## src/design/thac_pkg.sv

```systemverilog
// shared types, widths and codes for the triangle heron area core
// no dependencies
package thac_pkg;

  localparam int NODE_DEPTH = 1024;
  localparam int FACE_DEPTH = 2048;
  localparam int NODE_AW = (NODE_DEPTH > 1) ? $clog2(NODE_DEPTH) : 1;
  localparam int FACE_AW = (FACE_DEPTH > 1) ? $clog2(FACE_DEPTH) : 1;

  localparam int MODE_W   = 2;
  localparam int IDX_W    = 11;
  localparam int COORD_W  = 24;
  localparam int CORNER_W = 10;
  localparam int FACE_W   = 3 * CORNER_W;
  localparam int AREA_W   = 49;

  localparam int DIFF_W = COORD_W + 1;   // coordinate difference, signed
  localparam int LEN_W  = DIFF_W;        // edge length, unsigned q25.0
  localparam int SQ_W   = 2 * LEN_W;     // squared length, unsigned q50.0
  localparam int MUL_W  = LEN_W + 2;     // multiplier operand width
  localparam int FAC_W  = MUL_W + 1;     // signed heron factor
  localparam int PROD_W = 2 * MUL_W;
  localparam int RAD_W  = 2 * PROD_W;    // widest radicand
  localparam int ROOT_W = PROD_W;
  localparam int NB_W   = $clog2(ROOT_W + 1);

  localparam logic [MODE_W-1:0] MODE_NODE = 2'd0;
  localparam logic [MODE_W-1:0] MODE_FACE = 2'd1;
  localparam logic [MODE_W-1:0] MODE_AREA = 2'd2;

  typedef struct packed {
    logic [MODE_W-1:0]          mode;
    logic [IDX_W-1:0]           index;
    logic signed [COORD_W-1:0]  coord_x;
    logic signed [COORD_W-1:0]  coord_y;
    logic signed [COORD_W-1:0]  coord_z;
    logic [CORNER_W-1:0]        corner_a;
    logic [CORNER_W-1:0]        corner_b;
    logic [CORNER_W-1:0]        corner_c;
  } heron_in_t;

  typedef struct packed {
    logic [AREA_W-1:0] area;
    logic              clamped;
  } heron_out_t;

  typedef struct packed {
    logic              start;
    logic [NB_W-1:0]   nbits;
  } sqrt_ctrl_t;

  typedef enum logic [3:0] {
    S_IDLE,
    S_FACE,
    S_NODE0,
    S_NODE1,
    S_NODE2,
    S_SQ,
    S_ESQRT,
    S_FAC,
    S_MUL,
    S_CHK,
    S_ROOT,
    S_DONE
  } state_e;

endpackage

```

## src/design/thac_mul.sv

```systemverilog
// shared unsigned multiplier with registered product
// depends on thac_pkg
module thac_mul (
  input  logic                          clk_i,
  input  logic [thac_pkg::MUL_W-1:0]    a_i,
  input  logic [thac_pkg::MUL_W-1:0]    b_i,
  output logic [thac_pkg::PROD_W-1:0]   p_o
);

  always_ff @(posedge clk_i) begin
    p_o <= thac_pkg::PROD_W'(a_i * b_i);
  end

endmodule

```

## config.mk

```make
export PLATFORM = sky130hd
export DESIGN_NAME = thac_mul
export DESIGN_NICKNAME = d
export VERILOG_FILES = /design/src/design/thac_pkg.sv /design/src/design/thac_mul.sv
export SDC_FILE = /design/constraint.sdc
export NUM_CORES = 2
export LEC_CHECK = 0
export BUFFER_PORTS_ARGS = -buffer_cell sky130_fd_sc_hd__buf_4
export CAP_MARGIN = 5
export CORE_MARGIN = 2
export CORE_UTILIZATION = 60
export CTS_CLUSTER_DIAMETER = 150
export DETAILED_ROUTE_END_ITERATION = 7
export PLACE_DENSITY = 0.81
export SLEW_MARGIN = 30
export SYNTH_ARGS = -nofsm -noshare
export SYNTH_HDL_FRONTEND = slang
export SYNTH_SLANG_ARGS = --single-unit
```

## constraint.sdc

```tcl
create_clock -name clk_i -period 7.8 [get_ports clk_i]
set_clock_uncertainty 0.05 [all_clocks]
set_input_delay 1.56 -clock clk_i [delete_from_list [all_inputs] [get_ports clk_i]]
set_output_delay 1.56 -clock clk_i [all_outputs]
set_load 0.02 [all_outputs]
```

==> run summary <==
The run finished with clean final reports. After detailed routing, the number of remaining DRC violations is 0. For this block, the via count after detailed routing is 19500. Top register by number of flip-flops: p_o. The first global-routing pass estimated 108000 um of wire.

The arrival time of the worst setup path was 7.77 ns. The category of the critical setup timing path was in -> reg. The tools report the placer congestion estimate as 0.972. In this run the core area contains 74 standard-cell rows.

Summed over its instances, the top area cell type makes up 50.0% of the synthesized netlist area. The HPWL after detailed placement is 58000 um. The worst pin sits at a relative slew slack of 60.4%. End point of the most critical hold path: p_o[0]. The number of input and output port buffers inserted works out to 108. The synthesized area per cell is 8.73 um^2, and the number of max-capacitance violations reported is 0. The tools report the I/O pin count as 109. TritonCTS built the clock tree.

At the pin with the least slew margin, the transition time is 0.587 ns. The die outline height is 208 um. The first TritonRoute pass finished after 5 iterations. On the final layout, the worst hold slack is 1.66 ns. The number of unique standard cell types used by synthesis was 47.

For this run, the share of the core covered by cells in the final layout is 67.6%. The overall fraction of global-route tracks in use was 31.8%; the fraction of layout cells with a size suffix above 1 was 11.3%. Counting instances in the post-synthesis netlist gives the leading cell types as 742 x sky130_fd_sc_hd__inv_1, 624 x sky130_fd_sc_hd__fa_1, 506 x sky130_fd_sc_hd__nand2_1. Total setup violations reported at the end of the flow: 0. For the detailed router's first-iteration violation count, the log shows 1241.

The final-report hold violation count was 0; the shortest clock period the worst path allows after layout was 7.59 ns. Dividing the detail-routed via count by the number of cells gives 5.51. Sequential cells were found to cover 4.33% of the synthesized design area. The peak fanout along the critical path is 9, and the initial antenna violation count is 1.

For the final routed database, the setup TNS stands at 0 ns. In this run, synthesis produced a sequential element count of 54. Biggest area consumer among synthesized cells: sky130_fd_sc_hd__fa_1.

At the worst endpoint, the required time is 7.98 ns. The run gives 54 as the clock sink total. Synthesis produced a netlist with a net count of 3736. For the highest clock rate, the log shows 0.132 GHz. The tools report the origin of the worst setup path as b_i[3].

The Yosys step of the flow raised 0 warnings. Cell with the most instances after synthesis: sky130_fd_sc_hd__inv_1. The die covers 43300 um^2. The initial utilization of the core area, before any placement, comes to 60.9%.

The sort of element at the end of the critical path was a flip-flop. The area of the core region came out at 41000 um^2. In the synthesized netlist the dominant register cell turns out to be sky130_fd_sc_hd__dfxtp_1. Compared with the post-synthesis result, the final layout area differs by 11.0%. The largest registers in the layout are p_o: 54 flops. The maximum number of pins on one net before global-route repair is 28. Cell chosen for the clock root: sky130_fd_sc_hd__clkbuf_16. Buffers inserted during clock tree synthesis total 5. 0 antenna diodes ended up in the layout. Antenna violation net count after detailed routing: 0. The type of origin of the critical path is an input port. The wire length per cell works out to 18.5 um.

By area the synthesized netlist is led by sky130_fd_sc_hd__fa_1 50%, sky130_fd_sc_hd__inv_1 11%, sky130_fd_sc_hd__ha_1 9.7%. The logs give 2 for the number of buffers on the longest clock path and 0 for the final-report max-slew violation count. The post-route clock period utilization was 97.3%; the total congestion overflow was 0.

The count of flip-flops with a built-in enable after synthesis is 0. Final net count: 3888. The share of synthesized flip-flops with an asynchronous set or reset is 0%, and the die width is 208 um. Synthesis produced 2864 cells. The worst hold path passes through 2 cells.

Total routed wirelength: 65800 um. Clock-pin slew was measured on the worst setup and hold paths at 0.07 ns. In this run the most critical hold path is launched from b_i[0].

The via count of the first global-routing pass came out at 21800. The combined area of all synthesized cells came out at 25000 um^2. The H-tree generated during clock tree synthesis spans 2 levels.

The class of the worst hold path was in -> reg. The flip-flop count of the largest register, all copies and words added came out at 54.
[cells by family after synthesis]
logic type      count (synthesis)  share of synthesized area, %
xor+xnor                       50                          1.75
flops                          54                          4.33
buf+inv                       909                          13.7
compound gates                173                          4.40
simple gates                  861                          16.2
fa+ha+maj                     817                          59.7
[metal layers]
layer	global-route usage, %	up-vias	share of wire (%)
li1	-	8484	-
met1	36.7	9909	35
met2	56.1	890	51
met3	4.14	255	6.4
met4	20.2	0	7.5
met5	0	-	0
[metrics by stage]
stage,instance area [um^2],std cells,worst slack (ns)
after floorplan,25000,2864,-0.0146
after global placement,27500,3540,-0.245
after detailed placement,27500,3540,-0.328
after CTS,27600,3547,0.0791
after global routing,27700,3548,-0.0176
final,27700,3548,0.209
[worst max-delay path, stage by stage]
cell,delay (ns)
sky130_fd_sc_hd__buf_4,0.17
sky130_fd_sc_hd__buf_4,0.18
sky130_fd_sc_hd__nand2_1,0.09
sky130_fd_sc_hd__fa_1,0.54
sky130_fd_sc_hd__inv_1,0.06
sky130_fd_sc_hd__fa_1,0.54
sky130_fd_sc_hd__inv_1,0.06
sky130_fd_sc_hd__fa_1,0.48
sky130_fd_sc_hd__fa_1,0.55
sky130_fd_sc_hd__inv_1,0.05
sky130_fd_sc_hd__fa_1,0.43
sky130_fd_sc_hd__fa_1,0.52
sky130_fd_sc_hd__inv_1,0.05
sky130_fd_sc_hd__fa_1,0.47
sky130_fd_sc_hd__inv_1,0.04
sky130_fd_sc_hd__ha_1,0.30
sky130_fd_sc_hd__a21o_1,0.12
sky130_fd_sc_hd__a21oi_1,0.06
sky130_fd_sc_hd__nor2b_1,0.15
sky130_fd_sc_hd__o21ai_0,0.14
sky130_fd_sc_hd__or3_1,0.33
sky130_fd_sc_hd__o211ai_1,0.18
sky130_fd_sc_hd__buf_4,0.16
sky130_fd_sc_hd__nand2_1,0.09
sky130_fd_sc_hd__o211ai_1,0.22
sky130_fd_sc_hd__xor2_1,0.19
[area by class of cell]
| type | count | area, um^2 |
|---|---|---|
| clock buffer | 5 | 125 |
| clock inverter | 2 | 17.5 |
| fill | 3112 | 13300 |
| inverter | 742 | 2790 |
| multi-input combinational | 1901 | 20600 |
| sequential | 54 | 1080 |
| tap | 532 | 666 |
| timing repair buffer | 312 | 2470 |
[worst max-delay path by stage]
stage / endpoint / slack, ns / depth (start not counted)
2_1_floorplan: p_o[36] / -0.01 / 26
3_3_place_gp: p_o[46] / -0.25 / 24
3_5_place_dp: p_o[46] / -0.33 / 24
4_1_cts: p_o[46] / 0.08 / 24
5_1_grt: p_o[46] / -0.02 / 24
6_report: p_o[48] / 0.21 / 26
[placed cells by master, fill, tap and decap left out, types with 31 or more instances in the layout]
cell                      instances
sky130_fd_sc_hd__dfxtp_1         54
sky130_fd_sc_hd__nand2_1        506
sky130_fd_sc_hd__a21o_1          37
sky130_fd_sc_hd__buf_4          299
sky130_fd_sc_hd__and2_1         273
sky130_fd_sc_hd__a21oi_1         61
sky130_fd_sc_hd__ha_1           188
sky130_fd_sc_hd__fa_1           622
sky130_fd_sc_hd__inv_1          742
sky130_fd_sc_hd__xnor2_1         31
[timing repair]
action | 4_1_cts | 5_1_grt
setup buffers | 0 | 1
resized for setup | 1 | 26
setup endpoints to repair | 1 | 17
hold buffers | 0 | 0
pin swaps | 0 | 11
Power is left out: the tool's default activity adds up to more than one toggle a clock period on the data nets, which glitch-free logic cannot reach.
