==> src/design/thac_pkg.sv <==
// shared types, widths and codes for the triangle heron area core
// no dependencies
package thac_pkg;

  localparam int NODE_DEPTH = 1024;
  localparam int FACE_DEPTH = 2048;
  localparam int NODE_AW = (NODE_DEPTH > 1) ? $clog2(NODE_DEPTH) : 1;
  localparam int FACE_AW = (FACE_DEPTH > 1) ? $clog2(FACE_DEPTH) : 1;

  localparam int MODE_W   = 2;
  localparam int IDX_W    = 11;
  localparam int COORD_W  = 24;
  localparam int CORNER_W = 10;
  localparam int FACE_W   = 3 * CORNER_W;
  localparam int AREA_W   = 49;

  localparam int DIFF_W = COORD_W + 1;   // coordinate difference, signed
  localparam int LEN_W  = DIFF_W;        // edge length, unsigned q25.0
  localparam int SQ_W   = 2 * LEN_W;     // squared length, unsigned q50.0
  localparam int MUL_W  = LEN_W + 2;     // multiplier operand width
  localparam int FAC_W  = MUL_W + 1;     // signed heron factor
  localparam int PROD_W = 2 * MUL_W;
  localparam int RAD_W  = 2 * PROD_W;    // widest radicand
  localparam int ROOT_W = PROD_W;
  localparam int NB_W   = $clog2(ROOT_W + 1);

  localparam logic [MODE_W-1:0] MODE_NODE = 2'd0;
  localparam logic [MODE_W-1:0] MODE_FACE = 2'd1;
  localparam logic [MODE_W-1:0] MODE_AREA = 2'd2;

  typedef struct packed {
    logic [MODE_W-1:0]          mode;
    logic [IDX_W-1:0]           index;
    logic signed [COORD_W-1:0]  coord_x;
    logic signed [COORD_W-1:0]  coord_y;
    logic signed [COORD_W-1:0]  coord_z;
    logic [CORNER_W-1:0]        corner_a;
    logic [CORNER_W-1:0]        corner_b;
    logic [CORNER_W-1:0]        corner_c;
  } heron_in_t;

  typedef struct packed {
    logic [AREA_W-1:0] area;
    logic              clamped;
  } heron_out_t;

  typedef struct packed {
    logic              start;
    logic [NB_W-1:0]   nbits;
  } sqrt_ctrl_t;

  typedef enum logic [3:0] {
    S_IDLE,
    S_FACE,
    S_NODE0,
    S_NODE1,
    S_NODE2,
    S_SQ,
    S_ESQRT,
    S_FAC,
    S_MUL,
    S_CHK,
    S_ROOT,
    S_DONE
  } state_e;

endpackage

==> src/design/thac_sqrt.sv <==
// shared integer square root, one root bit per cycle (digit recurrence)
// depends on thac_pkg; radicand is left aligned, nbits root bits are formed
module thac_sqrt (
  input  logic                          clk_i,
  input  logic                          rst_ni,
  input  thac_pkg::sqrt_ctrl_t          ctrl_i,
  input  logic [thac_pkg::RAD_W-1:0]    rad_i,
  output logic                          done_o,
  output logic [thac_pkg::ROOT_W-1:0]   root_o
);

  localparam int REM_W = thac_pkg::ROOT_W + 2;

  logic                          run_q, done_q;
  logic [thac_pkg::NB_W-1:0]     cnt_q;
  logic [thac_pkg::RAD_W-1:0]    rad_q;
  logic [REM_W-1:0]              rem_q, rem_nx;
  logic [thac_pkg::ROOT_W-1:0]   root_q;
  logic [REM_W+1:0]              cur, sub, diff;
  logic                          ge;

  always_comb begin
    cur    = {rem_q, rad_q[thac_pkg::RAD_W-1 -: 2]};
    sub    = {2'b00, root_q, 2'b01};
    diff   = cur - sub;
    ge     = (cur >= sub);
    rem_nx = ge ? diff[REM_W-1:0] : cur[REM_W-1:0];
  end

  always_ff @(posedge clk_i or negedge rst_ni) begin
    if (!rst_ni) begin
      run_q  <= 1'b0;
      done_q <= 1'b0;
      cnt_q  <= '0;
    end else begin
      done_q <= run_q && (cnt_q == thac_pkg::NB_W'(1));
      if (ctrl_i.start) begin
        run_q <= 1'b1;
        cnt_q <= ctrl_i.nbits;
      end else if (run_q) begin
        cnt_q <= cnt_q - thac_pkg::NB_W'(1);
        if (cnt_q == thac_pkg::NB_W'(1)) begin
          run_q <= 1'b0;
        end
      end
    end
  end

  always_ff @(posedge clk_i) begin
    if (ctrl_i.start) begin
      rad_q  <= rad_i;
      rem_q  <= '0;
      root_q <= '0;
    end else if (run_q) begin
      rad_q  <= {rad_q[thac_pkg::RAD_W-3:0], 2'b00};
      rem_q  <= rem_nx;
      root_q <= {root_q[thac_pkg::ROOT_W-2:0], ge};
    end
  end

  assign done_o = done_q;
  assign root_o = root_q;

endmodule

==> config.mk <==
export PLATFORM = sky130hd
export DESIGN_NAME = thac_sqrt
export DESIGN_NICKNAME = d
export VERILOG_FILES = /design/src/design/thac_pkg.sv /design/src/design/thac_sqrt.sv
export SDC_FILE = /design/constraint.sdc
export NUM_CORES = 1
export LEC_CHECK = 0
export BUFFER_PORTS_ARGS = -buffer_cell sky130_fd_sc_hd__buf_4
export CAP_MARGIN = 20
export CELL_PAD_IN_SITES_DETAIL_PLACEMENT = 0
export CELL_PAD_IN_SITES_GLOBAL_PLACEMENT = 1
export CORE_UTILIZATION = 41
export DETAILED_ROUTE_END_ITERATION = 10
export PLACE_DENSITY = 0.77
export SYNTH_ARGS = -nofsm -noshare
export SYNTH_HDL_FRONTEND = slang
export SYNTH_SLANG_ARGS = --single-unit
==> constraint.sdc <==
create_clock -name clk_i -period 3.3 [get_ports clk_i]
set_clock_uncertainty 0.05 [all_clocks]
set_input_delay 0.495 -clock clk_i [delete_from_list [all_inputs] [get_ports clk_i]]
set_output_delay 0.495 -clock clk_i [all_outputs]
set_load 0.05 [all_outputs]
==> reports/metrics.cfg <==
[finish]
layout-drive-gt1-share_pct=29.4
fin_area_um2=16000
fin_nets=1673
syn2layout_area_growth_pct=27.1
diodes=0
post-route-util_pct=53.5

[timing]
final-hold-violation-count=0
final.setup.tns_ns=0
report.final.slew_viol_count=0
max-slew-margin-rel_pct=36.6
period_minus_slack_ns=3.11
timing.fmax_ghz=0.322
fin_crit_sh_pct=94.1
worst_slew_pin_slew_ns=0.951
finalWorstSetupSlack_ns=0.194
setup_viol=0

[synth]
synth_area_um2=12600
ys.flop_type=dfxtp_1
synth-edff-count=108
synth_top_area_cell=edfxtp_1
synth_top_cells_by_area=edfxtp_1 26%, dfxtp_1 17%, mux2_2 9.5%
ys_seq_area_share_pct=44.8
async_reset_ff_share_pct=3.54
synth_top_area_share_pct=25.7
yosysWarningCount=0
synth.avg_cell_area_um2=9.79
ys_types=59
ys_ff_latch=226
syn-num-nets=1463
synthCells=1288

[setup_path]
crit_chain=inv_1 -> ha_1 -> a21o_1 -> a21o_1 -> a221oi_1 -> o21ai_1 -> a311oi_2 -> a31oi_2 -> nor4_4 -> buf_4 -> buf_12 -> o211ai_1 -> o21ai_1 -> nor2_1
timing.rr.end=rem_q[28]$_SDFFE_PP0P_
crit_required_ns=3.65
critPathMaxFanout=18
worstSetupEndpoint=rem_q[28]$_SDFFE_PP0P_
r2r_start=root_o[45]$_SDFFE_PP0P_
startpoint=root_o[45]$_SDFFE_PP0P_
critPathTopFamily=compound AO/OA/AOI/OAI gates
cp.depth=14
critPathSlowestCell=dfxtp_1
timing.critical_path.buf_inv=3
worstSetupPathType=flop to flop
arrival_ns=3.46
startpoint_type=flop
regToRegSetupSlack_ns=0.19
endpoint_kind=flop
r2r_cells=14
slowest_delay_ns=0.33

[power]
p_per_area_nw_per_um2=926
p_sw_share_pct=37.2
seqPwrFrac_pct=24.9
switchingPower_uw=5530
pwr-share-clk_pct=23.5
leakage_uw=0.00702
power_frac_comb_pct=51.6
ir_drop_v=0.000686
intPower_uw=9320

[global_route]
grt_max_degree=151
antenna_found_initial=0
grt_pass1_vias=9935
track_usage_pct=19.1
grt_pass1_wl_um=49400
grt_remaining_overflow=0

[route]
num_vias=9917
firstDrtPassIters=5
ant_nets=0
routedWlPerCell_um=15.9
drc=0
drt_iter0_drc=581
routed_wl_um=30300
post_drt_via_cell_ratio=5.19

[clock_tree]
clock_latency_ns=0.56
numCtsBuffers=27
cts_root_buf=clkbuf_16
htree_levels=1
cts_tree=yes
cts.sinks=226
cts_buffer_depth=3
path_clk_slew_ns=0.06

[placed_design]
numPortBuffers=171
placedInstanceArea_um2=14800
gp_congestion=0.877
hpwlAfterDp_um=21600
pre_cts_ws_ns=0.0231

[die]
floorplan.rows=63
top_level_ports=172
core_area_um2=30000
initial_core_util_pct=42.1
die_w_um=177
die_h_um=177
dieArea_um2=31500

[hold_path]
hp-class=primary input to flop

[status]
status=finished, final reports clean

[flow_run]
max_cap_viol_count=0

[power by group through the flow]
stage	Sequential [uW]	Combinational, uW	Clock [uW]
2_1_floorplan	3720	5150	0
3_3_place_gp	3740	7250	0
3_5_place_dp	3750	7290	0
4_1_cts	3700	7360	3560
5_1_grt	3750	8510	3660
6_report	3700	7660	3480
[layout by cell type, fill, tap and decap left out, drive strengths merged, types with 32 or more instances in the layout]
master | synthesis | final
buf | 16 | 257
nor2 | 146 | 146
dfxtp | 110 | 110
edfxtp | 108 | 108
mux2 | 106 | 106
nand2 | 101 | 101
o21ai | 89 | 89
inv | 73 | 73
a21oi | 71 | 71
mux2i | 63 | 63
ha | 58 | 58
clkbuf | 64 | 34
o211ai | 32 | 32
[stage by stage]
step	total power [uW]	hold WS, ns	std cells
after floorplan	8870	0.149	1288
after global placement	11000	0.270	1853
after detailed placement	11000	0.267	1853
after CTS	14600	0.0734	1905
after global routing	15900	0.0945	1909
final	14800	0.0919	1909
[flip-flops by register name, summed over array words and instances, names as in the netlist]
signal / cells
cnt_q: 6
done_o: 1
rad_q: 108
rem_q: 56
root_o: 54
run_q: 1
[cells in the mapped netlist (all sizes together), types with 6 or more instances]
cell type,instances
o211ai,32
dfxtp,110
ha,58
xor2,27
edfxtp,108
o21bai,11
nand3,15
nand2b,6
nor2b,10
nand2,101
a211oi,16
nor3,14
a21o,25
inv,73
a31oi,7
dfrtp,8
a21oi,71
nand4,17
o21ai,89
nor2,146
mux2,106
clkbuf,64
buf,16
mux2i,63
xnor2,30
[routing by layer]
layer,part of all wire [%],GRT usage [%]
met3,8.3,6.41
met4,1.8,3.63
met5,0,0
met2,45,30.8
met1,45,24.8
[worst reg2reg max path: cells and delay by family, from the launching register on]
kind                       cells  cell delay (ns)
adders and majority gates      1             0.30
buffers and inverters          3             0.42
and+or+nand+nor                2             0.30
AOI/OAI and AO/OA              8             1.54
DFF                            1             0.33
[logic make-up (layout without fill, tap and decap cells)]
group / Yosys count / in the layout / synth area share (%)
simple gates: 332 / 332 / 11.5
compound gates: 293 / 293 / 14.8
flops: 226 / 226 / 44.8
mux: 169 / 169 / 14.5
buf+inv: 153 / 384 / 4.76
fa+ha+maj: 58 / 58 / 5.75
xor+xnor: 57 / 57 / 3.96
[area by class of cell]
class	count	area (um^2)
Fill cell	2755	13900
Multi-Input combinational cell	909	6460
Sequential cell	226	5650
Timing Repair Buffer	261	2100
Clock buffer	31	701
Tap cell	390	488
Clock inverter	19	350
Inverter	73	278
[what timing repair did]
item	in CTS	in global routing
hold buffers	1	0
gates resized for setup	1	25
endpoints found under the hold margin	8	0
setup endpoints to repair	2	56
pin swaps	1	5
gates cloned	0	2
setup buffers	1	2
[how the worst min path moves through the flow]
stage,cells after the start,to,startpoint
detailed placement,1,cnt_q[4]$_DFFE_PN0P_,rst_ni
finish,3,cnt_q[5]$_DFFE_PN0P_,ctrl_i[5]
floorplan,0,cnt_q[0]$_DFFE_PN0P_,rst_ni
global placement,1,done_o$_DFF_PN0_,rst_ni
global route,3,cnt_q[1]$_DFFE_PN0P_,ctrl_i[1]
CTS,3,cnt_q[5]$_DFFE_PN0P_,ctrl_i[5]
No activity file was read; power rests on OpenSTA's default activity.
